`src/hw/rtl/tkr_pkg.sv`:
```
`default_nettype none

package tkr_pkg;

  // table shape and field widths
  localparam int DEPTH_DEF = 10;
  localparam int ID_W      = 16;
  localparam int SIZE_W    = 16;
  localparam int CMD_W     = 2;
  localparam int RANK_W    = 4;

  // command codes, code 3 is unused, leaves the table as is and answers a miss
  typedef enum logic [CMD_W-1:0] {
    CMD_CLEAR  = 2'd0,
    CMD_ADD    = 2'd1,
    CMD_LOOKUP = 2'd2
  } cmd_t;

  // one command word as held in the input stage
  typedef struct packed {
    logic [CMD_W-1:0]  command;
    logic [ID_W-1:0]   entry_id;
    logic [SIZE_W-1:0] network_size;
  } req_t;

  // answer of the table for one command
  typedef struct packed {
    logic              found;
    logic [RANK_W-1:0] rank;
  } res_t;

endpackage

`default_nettype wire

```
`src/hw/rtl/tkr_ifs.sv`:
```
`default_nettype none

// command channel
interface tkr_req_if;
  logic                      valid;
  logic                      ready;
  logic [tkr_pkg::CMD_W-1:0]  command;
  logic [tkr_pkg::ID_W-1:0]   entry_id;
  logic [tkr_pkg::SIZE_W-1:0] network_size;

  modport source (output valid, command, entry_id, network_size, input ready);
  modport sink   (input valid, command, entry_id, network_size, output ready);
endinterface

// result channel
interface tkr_rsp_if;
  logic                       valid;
  logic                       ready;
  logic                       found;
  logic [tkr_pkg::RANK_W-1:0] rank;

  modport source (output valid, found, rank, input ready);
  modport sink   (input valid, found, rank, output ready);
endinterface

`default_nettype wire

```
`src/hw/rtl/tkr_table.sv`:
```
`default_nettype none

module tkr_table #(
  parameter int DEPTH = tkr_pkg::DEPTH_DEF
) (
  input  wire logic          clk,
  input  wire logic          rst,
  input  wire logic          fire,
  input  wire tkr_pkg::req_t req,
  output tkr_pkg::res_t      res
);
  import tkr_pkg::*;

  localparam int IDX_W = (DEPTH > 1) ? $clog2(DEPTH) : 1;

  logic [ID_W-1:0]   ids   [DEPTH];
  logic [SIZE_W-1:0] sizes [DEPTH];

  logic [DEPTH-1:0]   gt_hits;
  logic [DEPTH-1:0]   id_hits;
  logic [DEPTH-1:0]   ins_first;
  logic [DEPTH-1:0]   ins_ge;
  logic [DEPTH-1:0]   id_first;
  logic [IDX_W-1:0]   ins_idx;
  logic [IDX_W-1:0]   id_idx;
  logic [IDX_W+RANK_W-1:0] rank_ext;
  logic               is_add;
  logic               is_clear;
  logic               is_lookup;

  assign is_clear  = (req.command == CMD_CLEAR);
  assign is_add    = (req.command == CMD_ADD);
  assign is_lookup = (req.command == CMD_LOOKUP);

  // per-entry compares against the incoming word
  always_comb begin
    for (int i = 0; i < DEPTH; i++) begin
      gt_hits[i] = (req.network_size > sizes[i]);
      id_hits[i] = (ids[i] == req.entry_id);
    end
  end

  // isolate first hit; ranks at or past the insert point shift down
  assign ins_first = gt_hits & (~gt_hits + DEPTH'(1));
  assign id_first  = id_hits & (~id_hits + DEPTH'(1));
  assign ins_ge    = ~(ins_first - DEPTH'(1));

  // one-hot to index
  always_comb begin
    ins_idx = '0;
    id_idx  = '0;
    for (int i = 0; i < DEPTH; i++) begin
      if (ins_first[i]) begin
        ins_idx = ins_idx | IDX_W'(i);
      end
      if (id_first[i]) begin
        id_idx = id_idx | IDX_W'(i);
      end
    end
  end

  // result, rank wraps to its field width
  always_comb begin
    res.found = 1'b0;
    rank_ext  = '0;
    if (is_add) begin
      res.found = |gt_hits;
      rank_ext  = {{RANK_W{1'b0}}, ins_idx};
    end else if (is_lookup) begin
      res.found = |id_hits;
      rank_ext  = {{RANK_W{1'b0}}, id_idx};
    end
    res.rank = rank_ext[RANK_W-1:0];
  end

  // table update: clear, or insert with shift down
  always_ff @(posedge clk) begin
    if (rst) begin
      for (int i = 0; i < DEPTH; i++) begin
        ids[i]   <= '0;
        sizes[i] <= '0;
      end
    end else if (fire && is_clear) begin
      for (int i = 0; i < DEPTH; i++) begin
        ids[i]   <= '0;
        sizes[i] <= '0;
      end
    end else if (fire && is_add) begin
      for (int i = 0; i < DEPTH; i++) begin
        if (ins_first[i]) begin
          ids[i]   <= req.entry_id;
          sizes[i] <= req.network_size;
        end else if (ins_ge[i] && i > 0) begin
          ids[i]   <= ids[(i > 0) ? i - 1 : 0];
          sizes[i] <= sizes[(i > 0) ? i - 1 : 0];
        end
      end
    end
  end

endmodule

`default_nettype wire

```
`src/hw/rtl/top_k_ranked_id_table.sv`:
```
// a command word passes the input register, then its result the result register
// throughput: one command word per cycle while results are not held back, set by the
//   single table update done between the input register and the result register
// while a result waits, a word in the input stage is held there
// reset (synchronous, active high) zeroes every table entry and empties both stages
`default_nettype none

module top_k_ranked_id_table #(
  parameter int DEPTH = tkr_pkg::DEPTH_DEF
) (
  input wire logic  clk,
  input wire logic  rst,
  tkr_req_if.sink   req,
  tkr_rsp_if.source rsp
);
  import tkr_pkg::*;

  logic s1_valid;
  req_t s1_req;
  logic out_valid;
  res_t out_res;
  res_t tbl_res;
  logic advance;

  assign advance   = s1_valid && (!out_valid || rsp.ready);
  assign req.ready = !s1_valid || advance;

  // input stage
  always_ff @(posedge clk) begin
    if (rst) begin
      s1_valid <= 1'b0;
    end else if (req.ready) begin
      s1_valid <= req.valid;
    end
  end

  always_ff @(posedge clk) begin
    if (req.valid && req.ready) begin
      s1_req.command      <= req.command;
      s1_req.entry_id     <= req.entry_id;
      s1_req.network_size <= req.network_size;
    end
  end

  // ranked table, updated as the word leaves the input stage
  tkr_table #(
    .DEPTH (DEPTH)
  ) u_table (
    .clk  (clk),
    .rst  (rst),
    .fire (advance),
    .req  (s1_req),
    .res  (tbl_res)
  );

  // result register
  always_ff @(posedge clk) begin
    if (rst) begin
      out_valid <= 1'b0;
    end else if (advance) begin
      out_valid <= 1'b1;
    end else if (rsp.ready) begin
      out_valid <= 1'b0;
    end
  end

  always_ff @(posedge clk) begin
    if (advance) begin
      out_res <= tbl_res;
    end
  end

  assign rsp.valid = out_valid;
  assign rsp.found = out_res.found;
  assign rsp.rank  = out_res.rank;

  // a miss always reports rank zero
  a_miss_rank_zero: assert property (@(posedge clk) disable iff (rst)
    out_valid && !out_res.found |-> out_res.rank == '0)
    else $error("miss with nonzero rank");

  // a clear leaving the input stage yields a miss
  a_clear_miss: assert property (@(posedge clk) disable iff (rst)
    advance && s1_req.command == CMD_CLEAR |=> out_valid && !out_res.found)
    else $error("clear reported a hit");

  // input stalls only when both stages are held
  a_stall_cause: assert property (@(posedge clk) disable iff (rst)
    !req.ready |-> s1_valid && out_valid && !rsp.ready)
    else $error("input stalled without backpressure");

endmodule

`default_nettype wire
```
`src/flat_wrapper.sv`:
```
// flat-port wrapper written by rule: the top's interface ports become plain ports
module top_k_ranked_id_table_flat import tkr_pkg::*;
#(
  parameter int DEPTH = tkr_pkg::DEPTH_DEF
)
  (clk, rst, req_valid, req_command, req_entry_id, req_network_size, req_ready, rsp_valid, rsp_found, rsp_rank, rsp_ready);
  tkr_req_if req_i ();
  tkr_rsp_if rsp_i ();
  input wire logic clk;
  input wire logic rst;
  input wire logic [$bits(req_i.valid)-1:0] req_valid;
  input wire logic [$bits(req_i.command)-1:0] req_command;
  input wire logic [$bits(req_i.entry_id)-1:0] req_entry_id;
  input wire logic [$bits(req_i.network_size)-1:0] req_network_size;
  output wire logic [$bits(req_i.ready)-1:0] req_ready;
  output wire logic [$bits(rsp_i.valid)-1:0] rsp_valid;
  output wire logic [$bits(rsp_i.found)-1:0] rsp_found;
  output wire logic [$bits(rsp_i.rank)-1:0] rsp_rank;
  input wire logic [$bits(rsp_i.ready)-1:0] rsp_ready;
  assign req_i.valid = req_valid;
  assign req_i.command = req_command;
  assign req_i.entry_id = req_entry_id;
  assign req_i.network_size = req_network_size;
  assign req_ready = req_i.ready;
  assign rsp_valid = rsp_i.valid;
  assign rsp_found = rsp_i.found;
  assign rsp_rank = rsp_i.rank;
  assign rsp_i.ready = rsp_ready;
  top_k_ranked_id_table #(.DEPTH(DEPTH)) u_core (.clk(clk), .rst(rst), .req(req_i), .rsp(rsp_i));
endmodule
```
`config.mk`:
```
export PLATFORM = sky130hd
export DESIGN_NAME = top_k_ranked_id_table_flat
export DESIGN_NICKNAME = d
export VERILOG_FILES = /design/src/hw/rtl/tkr_pkg.sv /design/src/hw/rtl/tkr_ifs.sv /design/src/hw/rtl/tkr_table.sv /design/src/hw/rtl/top_k_ranked_id_table.sv /design/src/flat_wrapper.sv
export SDC_FILE = /design/constraint.sdc
export NUM_CORES = 1
export LEC_CHECK = 0
export ABC_AREA = 1
export BUFFER_PORTS_ARGS = -buffer_cell sky130_fd_sc_hd__buf_2
export CELL_PAD_IN_SITES_DETAIL_PLACEMENT = 1
export CELL_PAD_IN_SITES_GLOBAL_PLACEMENT = 2
export CORE_ASPECT_RATIO = 1.4
export CORE_MARGIN = 2
export CORE_UTILIZATION = 40
export DETAILED_ROUTE_END_ITERATION = 6
export PLACE_DENSITY_LB_ADDON = 0.12
export SLEW_MARGIN = 0
export SYNTH_ARGS = -nofsm -noshare
export SYNTH_HDL_FRONTEND = slang
export SYNTH_SLANG_ARGS = --single-unit
export TNS_END_PERCENT = 100
```
`constraint.sdc`:
```
create_clock -name clk -period 4.1 [get_ports clk]
set_clock_uncertainty 0.2 [all_clocks]
set_input_delay 0.615 -clock clk [delete_from_list [all_inputs] [get_ports clk]]
set_output_delay 0.615 -clock clk [all_outputs]
set_load 0.01 [all_outputs]
```
After elaboration in Yosys (flattened, before gate mapping). Memory sizes are Yosys's and may differ from the RTL's. Index checks and enable logic that the tools add are counted.

Memories kept: 2. Register bits after elaboration: 41. RAM bits: 320. Logic and storage cells: 300. Output and inout port bits: 7.

Memory list: u_core.u_table.ids (words 10, bits a word 16, rd ports 10, clocked after memory_dff 0, write ports 10, RTL line tkr_table.sv:16) `logic [ID_W-1:0] ids [DEPTH];`; u_core.u_table.sizes (words 10, bits a word 16, rd ports 10, clocked after memory_dff 0, write ports 10, RTL line tkr_table.sv:17) `logic [SIZE_W-1:0] sizes [DEPTH];`.

Add/subtract/negate cells: 3. Bitwise gates (word level): 63. Multiplexer cells: 191. Order comparisons: 10. Eq/ne operators: 12. Reduce and logical (&&, ||, !) cells: 12.

Operator list (count): $mux W16 (58); $eq A16 B16 Y1 (10); $gt A16 B16 Y1 (10); $mux W1 (115); $or A1 B1 Y1 (58); $not A10 Y10 (3); $mux W3 (8); $mux W4 (6); $add A10 B1 Y10 const B (2); $and A10 B10 Y10 (2); $reduce_or A10 Y1 (2); $sub A10 B1 Y10 const B (1); $mux W2 (4); $logic_and A1 B1 Y1 (4); $eq A2 B1 Y1 const B (1); $eq A2 B2 Y1 const B (1); $logic_not A1 Y1 (2); $logic_not A2 Y1 (1); $logic_or A1 B1 Y1 (2); $reduce_bool A2 Y1 (1).

Logic depth before layout (Yosys ltp). An unclocked memory read counts as a cell.

Depth after elaboration: 16. Mapped depth: 21. Gate-level depth less buffers: 20.

Modules after synthesis. A second synthesis with hierarchy kept.

Cell total of the unflattened synthesis: 2126. Area total of the unflattened synthesis: 20946.3 um^2.

By module, submodules not included: tkr_table (cells an instance 2075, area each 19683.9 um^2, instances 1); top_k_ranked_id_table (cells an instance 51, area each 1262.5 um^2, instances 1).

Worst setup path after synthesis. OpenSTA, ideal clock, no wires.

Kind: reg-to-reg. From: register u_core.s1_req[15] in the netlist's numbering. To: memory u_core.u_table.ids[3][0], in the netlist u_core.u_table.ids[0][48], enable pin. Period minus slack after synthesis: 3.653 ns. Library setup time: 0.561 ns. Required time: 3.339 ns. Path buffers: 1. Slack: 0.447 ns. Data arrival time: 2.892 ns. Cell stages (with the launch flop): 10. Path through: edfxtp_1 > ha_1 > nand2_2 > nor4_4 > nand3_2 > nand2_2 > nand3_2 > nand2_1 > clkbuf_1 > nand3_1.

RTL lines: start, declared (RTL line top_k_ranked_id_table.sv:19) `req_t s1_req;`; end, declared (RTL line tkr_table.sv:16).

==> metrics <==
ANT cells=0; startpoint types=flip-flop; total grt overflow=0; Routed WL per cell=24.1 um; Post-synth EDFFs=359; maximum vdd drop=306 uV; global-route wire length before repair=108 mm; Final Core Density=0.464; Design Area, Final=0.0238 sq mm; Clk Tree Root Cell=clkbuf_16; area leader, netlist=edfxtp_1; Synth area leaders=edfxtp_1 52%, ha_1 9.6%, nand2_1 9.0%; reported net switching power=2500 uW; unrepaired setup endpoints after global routing=no; fin crit period=3.70 ns; die height=274 um; Flop pwr share=0.482; final worst path period share=0.901; sequential area share after synthesis=0.520; Net Sw Frac=0.272; IO Pins=45; Critical Path AT=3.89 ns; synthesized instance count=2,173; CP endpoint kind=flip-flop; status=complete, no violations; share of the synthesized area in the top cell type=0.518; first-pass detailed-route iteration total=5; largest net degree at the start of global routing=43; register-to-register setup slack=0.40 ns; Num CTS Buffers=41; Initial Util=0.406; worst slack at placement=0.396 ns; Hold-fix buffers, CTS=0; CTS Sinks=361; Vias=16,300; initial antenna violation count=0; PwrDens=386 mW/mm^2; setup_tns=0 ns; final worst setup slack=0.405 ns; core footprint=0.0513 sq mm; clock network fraction of total power=0.395; Pwr Total=9180 uW; Synth warnings=0; post-synth cell types=43; Setup CP Type=flip-flop to flip-flop; Post-CTS Resized=0; most common cell in the synthesized netlist=nand2_1; number of global-route vias before repair=17,600; crit-path max FO=32; CTS H-tree depth=2; synthesis-stage register bit count=361; Post-CTS Setup Inserts=0; clk_lat worst skew=0.56 ns; Clock transition at path regs=0.06 ns; CP required=4.29 ns; mapped cell area=0.0208 sq mm; dominant synthesized flop cell=edfxtp_1; Detail Route Antenna Nets=0; synthesized area per cell=9.58 sq um; Post-synth ARST share=0; Slew headroom=0.336; Max Slew Vio Count=0; Final #Nets=2,478; Worst Hold Launch=req_entry_id[10]; Setup-failing EPs final=0; DIE WIDTH=197 um; Synth top cells by count=501 x nand2_1, 359 x edfxtp_1, 266 x inv_1, 160 x ha_1, 116 x nor2_1; Comb pwr share=0.124; RR Startpoint=u_core.s1_req[11]; # rows=98; Final Hold Fails=0; TritonCTS clock tree=built; Max clock buf depth=3; fmax=0.271 GHz; Residual DRC=0; FF-to-FF End=u_core.u_table.ids[0][144]; All-Layer GR Usage=0.270; endpoint with the worst hold slack=u_core.s1_req[26]; Lkg Pwr=0.00986 uW; Die ar.=0.0539 sq mm; routed vias/inst=5.50; Routed Wire Length=71.4 mm; Placed Area=0.0225 sq mm; Reg2Reg Depth=14; Hold Path Cell Cnt=1; DR iter-0 viols=805; Port Buf Inserts=44; placed wire-length estimate=53.1 mm; layout cells sized above 1=0.110; gpl congestion=0.866; worst-margin pin slew=0.995 ns; internal power=6690 uW; worst min-delay path class=primary input to flip-flop; Net Count, Synth=2,371; maxcap violations=0; synth-to-layout area growth=14.2%
## critical path, cell delays in order (launching register included)
cell and delay (ns):
edfxtp_1 0.57, buf_4 0.25, ha_1 0.35, a21oi_1 0.29
nand2_1 0.11, a21oi_1 0.22, nand2_1 0.10, nand2_2 0.19
nand2_1 0.15, nor2_2 0.27, nand3_2 0.13, nor2_2 0.11
nand2_2 0.06, buf_4 0.29, o21ai_0 0.23
## registers in the layout (all words and copies together), names as in the netlist
| name | flops |
|---|---|
| u_core.u_table.ids | 160 |
| u_core.u_table.sizes | 160 |
| u_core.s1_req | 34 |
| u_core.rsp.rank | 4 |
| u_core.rsp.found | 1 |
| u_core.rsp.valid | 1 |
| u_core.s1_valid | 1 |
## power groups by stage
| stage | clock network, uW | registers (uW) | logic (uW) |
|---|---|---|---|
| 2_1_floorplan | 0 | 4440 | 689 |
| 3_3_place_gp | 0 | 4490 | 1110 |
| 3_5_place_dp | 0 | 4500 | 1150 |
| 4_1_cts | 3690 | 4430 | 1150 |
| 5_1_grt | 3810 | 4450 | 1270 |
| 6_report | 3620 | 4430 | 1140 |
## worst max-delay path by stage
stage                     cells past startpoint                           end  slack [ns]         startpoint
final                                        14    u_core.u_table.ids[0][144]        0.40  u_core.s1_req[11]
after global routing                         14    u_core.u_table.ids[0][144]        0.13   u_core.s1_req[7]
after CTS                                    14  u_core.u_table.sizes[0][138]        0.36   u_core.s1_req[7]
after detailed placement                     14  u_core.u_table.sizes[0][138]        0.40   u_core.s1_req[7]
after global placement                       14  u_core.u_table.sizes[0][138]        0.43   u_core.s1_req[7]
after floorplan                               9     u_core.u_table.ids[0][48]        0.45  u_core.s1_req[15]
## through the flow
step                      hold WS (ns)  instances
after floorplan                  0.315       2173
after global placement           0.296       2887
after detailed placement         0.315       2887
after CTS                     0.000568       2959
after global routing           0.00742       2959
final                           0.0211       2959
## logic make-up (layout without fill, tap and decap cells)
family | after synthesis | after routing | share of synthesized area
AND/OR/NAND/NOR | 804 | 804 | 0.166
adder cells (fa/ha/maj) | 160 | 160 | 0.0961
flip-flops | 361 | 361 | 0.520
XOR/XNOR | 121 | 121 | 0.0509
AO/OA/AOI/OAI | 361 | 361 | 0.0959
buffers and inverters | 366 | 502 | 0.0711
## layer usage
| metal | track usage | vias up | wire length (um) |
|---|---|---|---|
| met5 | 0 | - | 0 |
| met2 | 0.508 | 255 | 37600 |
| met3 | 0.0213 | 121 | 1710 |
| met4 | 0.121 | 0 | 3440 |
| met1 | 0.310 | 8239 | 28700 |
| li1 | - | 7657 | - |
## cells in the final DEF (no fill, tap or decap), types with 87 or more instances in the layout
cell type and count:
nand3_1 87, edfxtp_1 359, xnor2_1 95, o21ai_0 111, inv_1 265, o22ai_1 105
buf_4 90, ha_1 160, nand2_1 501, nor2_1 115
## cell type report
| cell class | count | area (sq um) |
|---|---|---|
| fillers | 5858 | 27500 |
| flip-flops and latches | 361 | 10800 |
| multi-input cells | 1446 | 8550 |
| repair buffers | 153 | 1280 |
| clock buffers | 55 | 1110 |
| inverters | 277 | 1040 |
| well taps | 650 | 813 |
| clock inverters | 17 | 164 |
No activity file was read; power rests on OpenSTA's default activity.
